**src/sv/cdsa_pkg.sv**
```systemverilog
package cdsa_pkg;

  // Field widths
  localparam int YearW  = 14;
  localparam int MonthW = 4;
  localparam int DayW   = 5;

  localparam logic [YearW-1:0]  YearMax  = 14'd9999;
  localparam logic [MonthW-1:0] MonthMax = 4'd12;
  localparam logic [MonthW-1:0] MonthJan = 4'd1;
  localparam logic [DayW-1:0]   DayFirst = 5'd1;

  // Item kinds
  localparam logic KindSet     = 1'b0;
  localparam logic KindAdvance = 1'b1;

  // Year as four BCD digits, [3] = thousands ... [0] = units
  typedef logic [3:0][3:0] year_bcd_t;

  // Decoded word passed from front to back
  typedef struct packed {
    logic              adv;
    logic              set_ok;
    logic [YearW-1:0]  year;
    year_bcd_t         year_bcd;
    logic [MonthW-1:0] month;
    logic [DayW-1:0]   day;
  } item_t;

  // Leap test on BCD digits: 100 | y when the low two digits are zero,
  // 4 | y from (2*tens + units) mod 4, 400 | y likewise on the high pair
  function automatic logic is_leap(input year_bcd_t yd);
    logic       div100;
    logic [1:0] lo4;
    logic [1:0] hi4;
    div100 = (yd[1] == 4'd0) && (yd[0] == 4'd0);
    lo4    = {yd[1][0], 1'b0} + yd[0][1:0];
    hi4    = {yd[3][0], 1'b0} + yd[2][1:0];
    return (div100 && (hi4 == 2'd0)) || (!div100 && (lo4 == 2'd0));
  endfunction

  // Days in month; zero for a month outside 1..12
  function automatic logic [DayW-1:0] month_len(input logic [MonthW-1:0] m,
                                                input logic leap);
    logic [DayW-1:0] len;
    case (m) inside
      4'd1, 4'd3, 4'd5, 4'd7, 4'd8, 4'd10, 4'd12: len = 5'd31;
      4'd4, 4'd6, 4'd9, 4'd11:                    len = 5'd30;
      4'd2:                                       len = leap ? 5'd29 : 5'd28;
      default:                                    len = 5'd0;
    endcase
    return len;
  endfunction

endpackage

```
**src/sv/cdsa_front.sv**
```systemverilog
module cdsa_front (
  input  logic           kind,
  input  logic [7:0]     char_0,
  input  logic [7:0]     char_1,
  input  logic [7:0]     char_2,
  input  logic [7:0]     char_3,
  input  logic [7:0]     char_4,
  input  logic [7:0]     char_5,
  input  logic [7:0]     char_6,
  input  logic [7:0]     char_7,
  output cdsa_pkg::item_t item
);

  logic [7:0][7:0] ch;
  logic [7:0][3:0] dig;
  logic [7:0]      is_dig;
  logic [6:0]      month_bin;
  logic [6:0]      day_bin;
  logic [cdsa_pkg::DayW-1:0] len;
  logic            month_ok;
  logic            day_ok;

  assign ch = {char_7, char_6, char_5, char_4, char_3, char_2, char_1, char_0};

  // ASCII digit check: high nibble 3, low nibble 0..9
  always_comb begin
    for (int i = 0; i < 8; i++) begin
      is_dig[i] = (ch[i][7:4] == 4'h3) && (ch[i][3:0] <= 4'd9);
      dig[i]    = ch[i][3:0];
    end
  end

  // Binary month and day from two digits each
  assign month_bin = 7'(dig[4]) * 7'd10 + 7'(dig[5]);
  assign day_bin   = 7'(dig[6]) * 7'd10 + 7'(dig[7]);

  // Range checks against month length
  assign month_ok = (month_bin >= 7'd1) && (month_bin <= 7'(cdsa_pkg::MonthMax));
  assign len      = cdsa_pkg::month_len(month_bin[3:0],
                                        cdsa_pkg::is_leap({dig[0], dig[1], dig[2], dig[3]}));
  assign day_ok   = (day_bin >= 7'd1) && (day_bin <= 7'(len));

  // Pack decoded word
  always_comb begin
    item.adv      = (kind == cdsa_pkg::KindAdvance);
    item.set_ok   = (&is_dig) && month_ok && day_ok;
    item.year_bcd = {dig[0], dig[1], dig[2], dig[3]};
    item.year     = 14'(dig[0]) * 14'd1000 + 14'(dig[1]) * 14'd100
                  + 14'(dig[2]) * 14'd10 + 14'(dig[3]);
    item.month    = month_bin[3:0];
    item.day      = day_bin[4:0];
  end

endmodule

```
**src/sv/cdsa_queue.sv**
```systemverilog
module cdsa_queue (
  input  logic            clk,
  input  logic            rst,
  input  logic            push,
  input  cdsa_pkg::item_t push_item,
  input  logic            pop,
  output logic            full,
  output logic            not_empty,
  output cdsa_pkg::item_t head
);

  cdsa_pkg::item_t mem [2];
  logic       wr_ptr;
  logic       rd_ptr;
  logic [1:0] count;

  assign full      = (count == 2'd2);
  assign not_empty = (count != 2'd0);
  assign head      = mem[rd_ptr];

  // Storage
  always_ff @(posedge clk) begin
    if (push) begin
      mem[wr_ptr] <= push_item;
    end
  end

  // Pointers and fill count
  always_ff @(posedge clk) begin
    if (rst) begin
      wr_ptr <= 1'b0;
      rd_ptr <= 1'b0;
      count  <= 2'd0;
    end else begin
      if (push) wr_ptr <= ~wr_ptr;
      if (pop)  rd_ptr <= ~rd_ptr;
      count <= count + {1'b0, push} - {1'b0, pop};
    end
  end

  a_count_range: assert property (@(posedge clk) disable iff (rst)
    count <= 2'd2) else $error("queue count out of range");
  a_no_overflow: assert property (@(posedge clk) disable iff (rst)
    full && !pop |-> !push) else $error("push into full queue");
  a_no_underflow: assert property (@(posedge clk) disable iff (rst)
    pop |-> not_empty) else $error("pop from empty queue");

endmodule

```
**src/sv/cdsa_back.sv**
```systemverilog
module cdsa_back (
  input  logic                          clk,
  input  logic                          rst,
  input  logic                          q_not_empty,
  input  cdsa_pkg::item_t               q_head,
  output logic                          q_pop,
  output logic                          out_valid,
  input  logic                          out_stall,
  output logic                          date_ok,
  output logic [cdsa_pkg::YearW-1:0]    out_year,
  output logic [cdsa_pkg::MonthW-1:0]   out_month,
  output logic [cdsa_pkg::DayW-1:0]     out_day
);

  // Stored date, binary and BCD year kept in step
  logic [cdsa_pkg::YearW-1:0]  year;
  cdsa_pkg::year_bcd_t         year_bcd;
  logic [cdsa_pkg::MonthW-1:0] month;
  logic [cdsa_pkg::DayW-1:0]   day;

  logic [cdsa_pkg::YearW-1:0]  year_next;
  cdsa_pkg::year_bcd_t         year_bcd_next;
  logic [cdsa_pkg::MonthW-1:0] month_next;
  logic [cdsa_pkg::DayW-1:0]   day_next;
  logic                        ok_next;

  logic [cdsa_pkg::DayW-1:0]   cur_len;
  cdsa_pkg::year_bcd_t         bcd_inc;
  logic                        carry;

  // Take a word when the output register is free or being drained
  assign q_pop   = q_not_empty && (!out_valid || !out_stall);
  assign cur_len = cdsa_pkg::month_len(month, cdsa_pkg::is_leap(year_bcd));

  // BCD year increment, 9999 wraps to 0000
  always_comb begin
    carry = 1'b1;
    for (int i = 0; i < 4; i++) begin
      if (carry && (year_bcd[i] == 4'd9)) begin
        bcd_inc[i] = 4'd0;
      end else begin
        bcd_inc[i] = year_bcd[i] + {3'd0, carry};
        carry      = 1'b0;
      end
    end
  end

  // Next date for set or advance
  always_comb begin
    year_next     = year;
    year_bcd_next = year_bcd;
    month_next    = month;
    day_next      = day;
    ok_next       = 1'b1;
    if (q_head.adv) begin
      if (day < cur_len) begin
        day_next = day + 5'd1;
      end else begin
        day_next = cdsa_pkg::DayFirst;
        if (month < cdsa_pkg::MonthMax) begin
          month_next = month + 4'd1;
        end else begin
          month_next    = cdsa_pkg::MonthJan;
          year_bcd_next = bcd_inc;
          year_next     = (year >= cdsa_pkg::YearMax) ? '0 : year + 14'd1;
        end
      end
    end else begin
      ok_next = q_head.set_ok;
      if (q_head.set_ok) begin
        year_next     = q_head.year;
        year_bcd_next = q_head.year_bcd;
        month_next    = q_head.month;
        day_next      = q_head.day;
      end
    end
  end

  // Date state
  always_ff @(posedge clk) begin
    if (rst) begin
      year     <= '0;
      year_bcd <= '0;
      month    <= cdsa_pkg::MonthJan;
      day      <= cdsa_pkg::DayFirst;
    end else if (q_pop) begin
      year     <= year_next;
      year_bcd <= year_bcd_next;
      month    <= month_next;
      day      <= day_next;
    end
  end

  // Output register
  always_ff @(posedge clk) begin
    if (rst) begin
      out_valid <= 1'b0;
    end else if (q_pop) begin
      out_valid <= 1'b1;
    end else if (!out_stall) begin
      out_valid <= 1'b0;
    end
  end

  always_ff @(posedge clk) begin
    if (q_pop) begin
      date_ok   <= ok_next;
      out_year  <= year_next;
      out_month <= month_next;
      out_day   <= day_next;
    end
  end

  a_day_in_month: assert property (@(posedge clk) disable iff (rst)
    (day >= 5'd1) && (day <= cur_len)) else $error("stored day out of range");
  a_month_range: assert property (@(posedge clk) disable iff (rst)
    (month >= 4'd1) && (month <= cdsa_pkg::MonthMax)) else $error("stored month out of range");
  a_year_bcd_match: assert property (@(posedge clk) disable iff (rst)
    year == 14'(year_bcd[3]) * 14'd1000 + 14'(year_bcd[2]) * 14'd100
          + 14'(year_bcd[1]) * 14'd10 + 14'(year_bcd[0]))
    else $error("binary and BCD year disagree");
  a_out_matches_state: assert property (@(posedge clk) disable iff (rst)
    out_valid |-> (out_year == year) && (out_month == month) && (out_day == day))
    else $error("result word differs from stored date");

endmodule

```
**src/sv/calendar_date_set_and_advance_top.sv**
```systemverilog
// Gregorian date register with set and advance.
// Input channel: in_valid / in_stall carry one word of kind and eight ASCII
// characters YYYYMMDD. kind 0 sets the date if the characters form a valid
// date; kind 1 advances the stored date by one day (year 9999 wraps to 0).
// Output channel: out_valid / out_stall carry one result word per input
// word: date_ok and the stored year, month and day after that word.
// A word accepted is written into the queue; the back end then takes it from
// the queue head, updates the date and loads the output register.
// Throughput: one word per cycle while the receiver does not stall, set by
// the back end, which updates the date as it takes each word.
// The front decodes and checks the characters and writes a two-entry queue;
// the back end updates the date and loads the output register.
// When the receiver stalls, the result holds and the queue fills; in_stall
// rises once the queue holds two words.
// Reset (rst, synchronous) empties the queue, drops out_valid and sets the
// date to year 0, January 1.
module calendar_date_set_and_advance_top (
  input  logic        clk,
  input  logic        rst,
  input  logic        in_valid,
  output logic        in_stall,
  input  logic        kind,
  input  logic [7:0]  char_0,
  input  logic [7:0]  char_1,
  input  logic [7:0]  char_2,
  input  logic [7:0]  char_3,
  input  logic [7:0]  char_4,
  input  logic [7:0]  char_5,
  input  logic [7:0]  char_6,
  input  logic [7:0]  char_7,
  output logic        out_valid,
  input  logic        out_stall,
  output logic        date_ok,
  output logic [13:0] out_year,
  output logic [3:0]  out_month,
  output logic [4:0]  out_day
);

  cdsa_pkg::item_t dec_item;
  cdsa_pkg::item_t q_head;
  logic            q_full;
  logic            q_not_empty;
  logic            q_pop;
  logic            push;

  assign in_stall = q_full;
  assign push     = in_valid && !q_full;

  cdsa_front u_front (
    .kind   (kind),
    .char_0 (char_0),
    .char_1 (char_1),
    .char_2 (char_2),
    .char_3 (char_3),
    .char_4 (char_4),
    .char_5 (char_5),
    .char_6 (char_6),
    .char_7 (char_7),
    .item   (dec_item)
  );

  cdsa_queue u_queue (
    .clk       (clk),
    .rst       (rst),
    .push      (push),
    .push_item (dec_item),
    .pop       (q_pop),
    .full      (q_full),
    .not_empty (q_not_empty),
    .head      (q_head)
  );

  cdsa_back u_back (
    .clk         (clk),
    .rst         (rst),
    .q_not_empty (q_not_empty),
    .q_head      (q_head),
    .q_pop       (q_pop),
    .out_valid   (out_valid),
    .out_stall   (out_stall),
    .date_ok     (date_ok),
    .out_year    (out_year),
    .out_month   (out_month),
    .out_day     (out_day)
  );

endmodule

```
**config.mk**
```make
export PLATFORM = sky130hd
export DESIGN_NAME = calendar_date_set_and_advance_top
export DESIGN_NICKNAME = d
export VERILOG_FILES = /design/src/sv/cdsa_pkg.sv /design/src/sv/cdsa_front.sv /design/src/sv/cdsa_queue.sv /design/src/sv/cdsa_back.sv /design/src/sv/calendar_date_set_and_advance_top.sv
export SDC_FILE = /design/constraint.sdc
export NUM_CORES = 1
export LEC_CHECK = 0
export BUFFER_PORTS_ARGS = -buffer_cell sky130_fd_sc_hd__buf_2
export CORE_MARGIN = 3
export CORE_UTILIZATION = 30
export DETAILED_ROUTE_END_ITERATION = 16
export GPL_ROUTABILITY_DRIVEN = 0
export PLACE_DENSITY = 0.53
export SLEW_MARGIN = 30
export SYNTH_ARGS = -nofsm -noshare
export SYNTH_HDL_FRONTEND = slang
export SYNTH_HIERARCHICAL = 1
export SYNTH_SLANG_ARGS = --single-unit
export TNS_END_PERCENT = 10
```
**constraint.sdc**
```tcl
create_clock -name clk -period 4.2 [get_ports clk]
set_input_delay 0.42 -clock clk [delete_from_list [all_inputs] [get_ports clk]]
set_output_delay 0.42 -clock clk [all_outputs]
set_load 0.1 [all_outputs]
```
# == After elaboration in Yosys (flattened, before gate mapping) ==
# Memories as Yosys holds them, arrays and structs flattened. A register that Yosys moved wholly into a read port is not among the register bits.
# Index checks and enable logic that the tools add are counted.
# totals
register_bits,68
mem_bits_rw,82
in_bits,69
out_inout_bits,26
word_cells,180
memories,1
# classes
n_addsub,18
multipliers,5
magnitude_cmp,15
eq_ne,40
muxes,37
bitwise_logic,2
n_reduce_logical,47
# mem_list
name,depth,word_bits,read_ports,rd_ports_with_merged_regs,wr,line_no,source
u_queue.mem,2,41,1,1,1,cdsa_queue.sv:12,cdsa_pkg::item_t mem [2];
# op_table
cell,n
2-to-1 mux 14 bit,5
2-to-1 mux 16 bit,4
"equality test 4 bit, second input constant",14
"equality test 4 x 2 -> 1 bit, second input constant",12
2-to-1 mux 5 bit,9
"equality test 4 x 3 -> 1 bit, second input constant",8
"less-or-equal comparator 4 bit, second input constant",8
2-to-1 mux 4 bit,8
logical AND 1 bit,23
zero test 4 bit,4
"adder 14 x 1 -> 14 bit, second input constant",1
adder 14 x 11 -> 14 bit,1
adder 14 x 4 -> 14 bit,1
adder 14 x 8 -> 14 bit,1
adder 7 x 4 -> 7 bit,2
">= comparator 14 bit, second input constant",1
">= comparator 7 x 1 -> 1 bit, second input constant",2
OR reduction 7 bit,2
adder 4 x 1 -> 4 bit,3
"multiplier 4 x 3 -> 6 bit, second input constant",2
"multiplier 4 x 7 -> 11 bit, second input constant",1
2-to-1 mux 1 bit,11
"multiplier 4 x 5 -> 9 bit, second input constant",1
adder 2 bit,4
21 further kinds,36

# == Longest topological paths before layout ==
# Gate-level depths: netlist (run 1).
# depth
ltp_word,12
depth_mapped,15
mapped_depth_nobuf,15

# == Modules after synthesis ==
# The synthesis (run 1) kept the hierarchy.
# by_module_without_submodules
module,n_inst,cells_each,area_each_um2,seq_area_each_um2
cdsa_back,1,486,4187.8,1521.5
cdsa_queue,1,149,3384.5,2562.5
cdsa_front,1,300,2618.8,0.0
calendar_date_set_and_advance_top,1,1,13.8,0.0

# == Worst setup path before layout (run 1) ==
# No wires, ideal clock.
# synth_timing
kind,input -> register
start,input port char_0[1]
end,memory u_queue/mem[0][38] (netlist bit) (data pin)
setup_time_ns,0.264
arrival_ns,3.855
required_time_ns,3.936
setup_slack_ns,0.080
stages,15
path_buffers,0
cell_sequence,fa_1 -> inv_1 -> fa_1 -> inv_1 -> ha_1 -> a21o_1 -> a21oi_1 -> xor2_1 -> ha_1 -> ha_1 -> ha_1 -> nor3_1 -> nand3_1 -> a41oi_1 -> xnor2_1
# synth_rtl
element,line_no,source
from (decl),calendar_date_set_and_advance_top.sv:23,"input logic [7:0] char_0,"
to (decl),cdsa_queue.sv:12,

==> results of run 1 <==
## power groups by stage
| stage | clock (mW) | sequential (mW) | combinational, mW |
|---|---|---|---|
| floorplan | 0 | 3.33 | 2.52 |
| global placement | 0 | 2.52 | 4.31 |
| detailed placement | 0 | 2.53 | 4.36 |
| CTS | 1.61 | 2.50 | 4.39 |
| global route | 1.67 | 2.56 | 4.74 |
| finish | 1.57 | 2.50 | 4.35 |
## stage by stage
| stage | instance area, um^2 | utilization (%) | total power, mW | cells | hold WS, ns |
|---|---|---|---|---|---|
| floorplan | 10200 | - | 5.86 | 936 | 0.452 |
| global placement | 11100 | 33.6 | 6.84 | 1444 | 0.473 |
| detailed placement | 11100 | 33.7 | 6.90 | 1445 | 0.474 |
| CTS | 11700 | 35.5 | 8.50 | 1477 | 0.163 |
| global route | 11700 | 35.5 | 8.97 | 1477 | 0.163 |
| finish | 11700 | 35.5 | 8.42 | 1477 | 0.180 |
## flip-flops by register name, summed over array words and instances (netlist names), named ones only
signal,cells
u_back/out_year,14
u_back/year,14
u_back/year_bcd,16
u_queue/mem,82
u_queue/rd_ptr,1
u_queue/wr_ptr,1
u_back/day,5
u_back/date_ok,1
u_back/out_valid,1
u_queue/count,2
u_back/out_day,5
u_back/out_month,4
u_back/month,4
## how the worst max path moves through the flow
stage | to | slack, ns
after floorplan | u_queue/mem[0][38]$_DFFE_PP_ | 0.08
after global placement | u_queue/mem[0][38]$_DFFE_PP_ | -0.13
after detailed placement | u_queue/mem[1][38]$_DFFE_PP_ | -0.15
after CTS | u_queue/mem[1][38]$_DFFE_PP_ | 0.29
after global routing | u_queue/mem[1][37]$_DFFE_PP_ | 0.03
final | u_queue/mem[1][38]$_DFFE_PP_ | 0.29
## synthesized netlist by cell type (all sizes together), types with 17 or more instances
| cell | number |
|---|---|
| a211oi | 17 |
| nor2b | 20 |
| a21oi | 45 |
| xnor2 | 25 |
| nand3 | 22 |
| o21ai | 40 |
| fa | 21 |
| dfxtp | 45 |
| inv | 71 |
| buf | 39 |
| nand2 | 55 |
| a22oi | 17 |
| edfxtp | 106 |
| nor2 | 44 |
| clkbuf | 23 |
| mux2 | 42 |
| ha | 85 |
## routing by layer
metal / global-route usage, % / wire length [um] / vias up
met1: 19.1 / 11900 / 3573
met2: 22.7 / 11900 / 179
li1: - / - / 3652
met4: 2.79 / 145 / 0
met3: 2.21 / 1030 / 6
met5: 0 / 0 / -
## critical path: stages
cell and delay, ns:
buf_2 0.11, fa_1 0.56, inv_1 0.07, fa_1 0.50
inv_1 0.04, ha_1 0.33, a21o_1 0.17, a21oi_1 0.23
xor2_1 0.17, ha_1 0.25, ha_1 0.30, ha_1 0.23
nor3_1 0.20, nand3_1 0.13, a41oi_1 0.26, xnor2_1 0.11
## cells by family (layout without fill, tap and decap cells)
group,after synthesis,in the layout,synth area share (%)
buffers and inverters,134,233,6.60
flip-flops,151,151,40.0
AND/OR/NAND/NOR,226,226,12.3
multiplexers,51,51,6.99
adder cells (fa/ha/maj),107,107,14.6
AO/OA/AOI/OAI,231,231,16.3
XOR/XNOR,36,36,3.22
## cell type report
class | instances | area [um^2]
clock buffer | 17 | 425
clock inverter | 15 | 174
fill | 3335 | 21300
inverter | 72 | 270
multi-input combinational | 651 | 5460
sequential | 151 | 4090
tap | 442 | 553
timing repair buffer | 129 | 766
==> summary.txt, run 1 <==
Floorplanning
  • IO Pins: 95
  • Die Ht: approximately 190 um
  • Die area: 36300 um^2
  • Die width: 190 um
  • Core area: 33000 um^2
  • Starting Density: about 31%
  • Row count: 66

Timing
  • Slew @ Worst Pin: 0.836 ns
  • Tcrit/Tclk final: between 90% and 100%
  • RSZ-0062 raised after global routing: no
  • Final Critical Period: 3.91 ns
  • Slew Limit Fails: 0
  • Final setup vio count: 0
  • Worst slew margin: 44.0%
  • Final hold vios: 0
  • Final WS setup: 0.294 ns
  • FMAX: ~0.26 GHz
  • Post-route clock skew: 0.0167 ns
  • Fin Setup TNS: 0 ns

Outcome
  • Status: finished, final reports clean

Layout
  • Layout cells sized above 1: roughly 22%
  • Diode count: 0
  • NumNets Final: approximately 1200
  • Most frequent cells in the layout: 106 x edfxtp_1, 94 x buf_2, 85 x ha_1
  • Commonest non-fill, non-tap cell in the layout: edfxtp_1
  • Area grow syn2layout: 14.9%

Clocking
  • H-tree lvl count: 4
  • Max clock buf depth: 2
  • CTS tree: built
  • Latest clock arrival within the worst-skew pair: 0.43 ns
  • Post-CTS Setup Bufs: 0
  • CTS Buf Count: 17
  • Clock-pin slew on the worst setup and hold paths: 0.07 ns
  • Root buffer cell: clkbuf_16
  • Post-CTS Resized: 0
  • Cts hold-fix bufs: 0
  • Clock sinks: 151

Synthesis
  • Post-synth EDFFs: 106
  • Largest area contributor in the netlist: edfxtp_1
  • Top_reg_cell synth: edfxtp_1
  • Top cell type's share of synthesized area: 31.2%
  • Top post-synthesis cells by area: edfxtp_1 31%, ha_1 10%, dfxtp_1 8.8%
  • Synth Instances: about 940
  • Netlist cell types: 92
  • Net Count, Synth: 1111
  • Yosys reg bits: 151
  • FFs w/ async S/R, synth: 0%
  • Cell area after synthesis: 10200 um^2
  • Seq/Total Area, Yosys: roughly two fifths
  • Synth Warn #: 6
  • Mean area per synthesized cell: 10.9 um^2

Placed design
  • Hpwl dp: approximately 18000 um
  • # port buffers: between 90 and 100
  • Post-Place Setup Slack: -0.153 ns

Power
  • Internal: 4.58 mW
  • Leakage: 4.69 nW
  • Clock network power share: between 10% and 20%
  • Psw: 3.84 mW
  • Power Dens Cells: around 700 nW/um^2
  • Logic pwr share: 51.7%
  • Sequential Power Share: 29.7%
  • Peak supply drop: 0.312 mV
  • Switching share of total power: between 40% and 50%

Route
  • Number of nets with antenna violations after routing: 0
  • Number of remaining DRC errors: 0
  • Starting DRT DRC Count: slightly above 500
  • Total wire length: 24900 um
  • Via count: 7410
  • Drt wl/cell: around 17 um
  • Drt pass-1 iters: 5
  • Vias per inst: 5.02

Hold path
  • Hold Path Cell Cnt: 1
  • Min-Delay Startpoint: kind
  • HP Class: input pin to flip-flop
  • Hold endpoint: u_queue/mem[1][40]$_DFFE_PP_

Setup path
  • Reg2reg start: u_back/month[0]$_SDFFE_PP1P_
  • Crit path from: char_0[1]
  • Crit path max fanout: 3
  • CP Data Required Time: 4.37 ns
  • Worst Path Class, Setup: input pin to flip-flop
  • Reg2Reg Depth: 9
  • Crit. End Element: flip-flop
  • Worst reg2reg path endpoint: u_back/month[3]$_SDFFE_PP0P_
  • Reg2reg setup slack: 1.05 ns
  • Worst endpoint data arrival time: 4.08 ns
  • Crit path launch type: input pin

Global routing
  • Vias in the first global route: 7249
  • First-pass GRT wire length: approximately 39000 um
  • Total GRT Usage: 13.7%
  • Antenna violations before repair: 0
  • GRT overflow: 0
  • Largest net degree at the start of global routing: 70

Run
  • Max Cap Violations: 0
Power figures use the tool's default switching activity.
==> run 2: changes to the inputs <==
--- a/config.mk
+++ b/config.mk
@@ -6,11 +6,12 @@
 export NUM_CORES = 1
 export LEC_CHECK = 0
 export BUFFER_PORTS_ARGS = -buffer_cell sky130_fd_sc_hd__buf_2
+export CORE_ASPECT_RATIO = 0.7
 export CORE_MARGIN = 3
 export CORE_UTILIZATION = 30
 export DETAILED_ROUTE_END_ITERATION = 16
 export GPL_ROUTABILITY_DRIVEN = 0
-export PLACE_DENSITY = 0.53
+export PLACE_DENSITY = 0.51
 export SLEW_MARGIN = 30
 export SYNTH_ARGS = -nofsm -noshare
 export SYNTH_HDL_FRONTEND = slang
==> constraint.sdc (replaced) <==
create_clock -name clk -period 4.5 [get_ports clk]
set_input_delay 0.45 -clock clk [delete_from_list [all_inputs] [get_ports clk]]
set_output_delay 0.45 -clock clk [all_outputs]
set_load 0.1 [all_outputs]
==> run 2 against run 1 <==
Setup slack better by 0.14 ns. Hold slack better by 0.039 ns. Sequential share of layout area is 0.64 points higher. Critical path type unchanged. Largest cell class unchanged.
==> summary.txt, run 2 (synthesis gave the netlist of run 1 again) <==
Setup path
  • Crit path max fanout: 5 (+2)
  • Crit path launch type: input pin
  • Reg2Reg Depth: 10 (+1)
  • Critical Path Max Stage Delay: 0.56 ns (about the same)
  • Worst reg2reg path endpoint: u_back/out_month[1]$_DFFE_PP_
  • Delay-heaviest family, CP: adder cells
  • CP Data Required Time: 4.67 ns (+0.30 ns)
  • CP cell instances: buf_2 -> fa_1 -> inv_1 -> fa_1 -> inv_1 -> ha_1 -> a21o_1 -> a21oi_1 -> xor2_1 -> ha_1 -> ha_1 -> ha_1 -> nor3_1 -> nand3_1 -> a41oi_1 -> xnor2_1
  • Reg2reg start: u_back/month[0]$_SDFFE_PP1P_
  • Worst Path Class, Setup: input pin to flip-flop
  • CP max-delay cell: fa_1
  • Worst endpoint data arrival time: 4.24 ns (+0.16 ns)
  • Crit path from: char_0[1]
  • Most Frequent Cell on Critical Path: ha_1
  • Buf/Inv on CP: 3 (unchanged)
  • Reg2reg setup slack: 1.16 ns (+0.11 ns)
  • Crit. End Element: flip-flop

Hold path
  • Hold endpoint: u_queue/mem[0][40]$_DFFE_PP_
  • HP Class: input pin to flip-flop
  • Min-Delay Startpoint: kind
  • Hold Path Cell Cnt: 1 (unchanged)

Floorplanning
  • Die width: 226 um (+19%)
  • Starting Density: 31.0% (+0.13 points)
  • IO Pins: 95 (unchanged)
  • Core area: 32900 um^2 (-0.42%)
  • Die area: 36300 um^2 (about the same)
  • Die Ht: 160 um (-16%)
  • Row count: 55 (-17%)

Clocking
  • Clock-pin slew on the worst setup and hold paths: 0.07 ns (about the same)
  • Root buffer cell: clkbuf_16
  • Cts hold-fix bufs: 0 (unchanged)
  • CTS tree: built
  • Latest clock arrival within the worst-skew pair: 0.43 ns (about the same)
  • H-tree lvl count: 4 (unchanged)
  • Post-CTS Resized: 0 (unchanged)
  • Post-CTS Setup Bufs: 0 (unchanged)
  • Max clock buf depth: 2 (unchanged)
  • CTS Buf Count: 17 (unchanged)
  • Clock sinks: 151 (unchanged)

Route
  • Number of remaining DRC errors: 0 (unchanged)
  • Total wire length: 25100 um (+0.60%)
  • Via count: 7302 (-1.5%)
  • Drt pass-1 iters: 5 (unchanged)
  • Vias per inst: 5.08 (+1.2%)
  • Starting DRT DRC Count: 588 (+14%)
  • Number of nets with antenna violations after routing: 0 (unchanged)
  • Drt wl/cell: 17.4 um (+3.3%)

Layout
  • # fillers: 3325 (-0.30%)
  • Commonest non-fill, non-tap cell in the layout: edfxtp_1
  • Most frequent cells in the layout: 106 x edfxtp_1, 94 x buf_2, 85 x ha_1
  • Area grow syn2layout: 12.9%
  • Diode count: 0 (unchanged)
  • Max FFs per register: 82 (unchanged)
  • NumNets Final: 1173 (-2.0%)
  • Most flops, register: u_queue/mem
  • Layout cells sized above 1: 20.2% (-2.0 points)
  • Biggest regs: u_queue/mem: 82 flops, u_back/year_bcd: 16 flops

Timing
  • Slew Limit Fails: 0 (unchanged)
  • RSZ-0062 raised after global routing: no
  • Final Critical Period: 4.07 ns
  • Fin Setup TNS: 0 ns (unchanged)
  • Worst slew margin: 37.4% (-6.6 points)
  • Post-route clock skew: 0.0105 ns (-0.00617 ns)
  • Tcrit/Tclk final: 90.4%
  • FMAX: between 0.2 and 0.25 GHz
  • Final WS setup: 0.433 ns (+0.139 ns)
  • Slew @ Worst Pin: 0.940 ns (+0.104 ns)
  • Final hold vios: 0 (unchanged)
  • Final setup vio count: 0 (unchanged)

Power
  • Final Power: 7.78 mW (-7.6%)
  • Power Dens Cells: 675 nW/um^2 (-5.9%)
  • Leakage: 4.56 nW (-2.8%)
  • Peak supply drop: 0.246 mV (-21%)

Global routing
  • Vias in the first global route: 6855 (-5.4%)
  • Largest net degree at the start of global routing: 58 (-17%)
  • Total GRT Usage: 14.1% (+0.37 points)
  • GRT overflow: 0 (unchanged)
  • Antenna violations before repair: 0 (unchanged)
  • First-pass GRT wire length: 39800 um (+0.96%)

Outcome
  • Status: finished, final reports clean

Placed design
  • # port buffers: 94 (unchanged)
  • Hpwl dp: 18200 um (+0.33%)
  • Post-Place Setup Slack: 0.00877 ns (+0.162 ns)

Run
  • Max Cap Violations: 0 (unchanged)
[run 2: power breakdown]
part | total, mW | internal, mW | leakage, nW | switching [mW]
clock | 1.48 | 0.881 | 0.290 | 0.600
combinational | 3.96 | 1.27 | 2.91 | 2.69
sequential | 2.34 | 2.07 | 1.37 | 0.264
total | 7.78 | 4.23 | 4.56 | 3.55
[run 2: worst max path at each step]
stage | depth (start not counted) | to
3_5_place_dp | 16 | u_queue/mem[0][38]$_DFFE_PP_
2_1_floorplan | 15 | u_queue/mem[0][38]$_DFFE_PP_
3_3_place_gp | 16 | u_queue/mem[0][38]$_DFFE_PP_
4_1_cts | 16 | u_queue/mem[1][38]$_DFFE_PP_
5_1_grt | 16 | u_queue/mem[0][38]$_DFFE_PP_
6_report | 16 | u_queue/mem[0][38]$_DFFE_PP_
[run 2: layout make-up]
class | instances | area (um^2) | area share [%]
multi-input cells | 651 | 5460 | 47.4
repair buffers | 105 | 566 | 4.91
clock inverters | 13 | 174 | 1.51
flip-flops and latches | 151 | 4090 | 35.5
well taps | 427 | 534 | 4.64
inverters | 72 | 270 | 2.35
clock buffers | 19 | 433 | 3.76
[run 2: layer usage]
metal | GRT usage, % | vias up | share of wire [%]
met5 | 0 | - | 0
met4 | 3.04 | 0 | 0.74
met3 | 3.07 | 15 | 5.8
met2 | 19.2 | 215 | 40
met1 | 22.4 | 3463 | 53
li1 | - | 3609 | -
[run 2: metrics by stage]
| step | instances | hold slack (ns) | area [um^2] | util [%] |
|---|---|---|---|---|
| global placement | 1406 | 0.475 | 10900 | 33.2 |
| detailed placement | 1406 | 0.480 | 10900 | 33.2 |
| floorplan | 936 | 0.452 | 10200 | - |
| global route | 1438 | 0.201 | 11500 | 35.0 |
| finish | 1438 | 0.218 | 11500 | 35.0 |
| CTS | 1438 | 0.203 | 11500 | 35.0 |
[run 2: worst reg2reg max path: stages (launching register included)]
cell       delay (ns)
dfxtp_1          0.40
inv_1            0.14
ha_1             0.32
o22ai_1          0.14
o2bb2ai_1        0.18
ha_1             0.30
o31a_1           0.11
a221o_2          0.50
o211a_1          0.44
a22oi_1          0.39
nand2_1          0.15
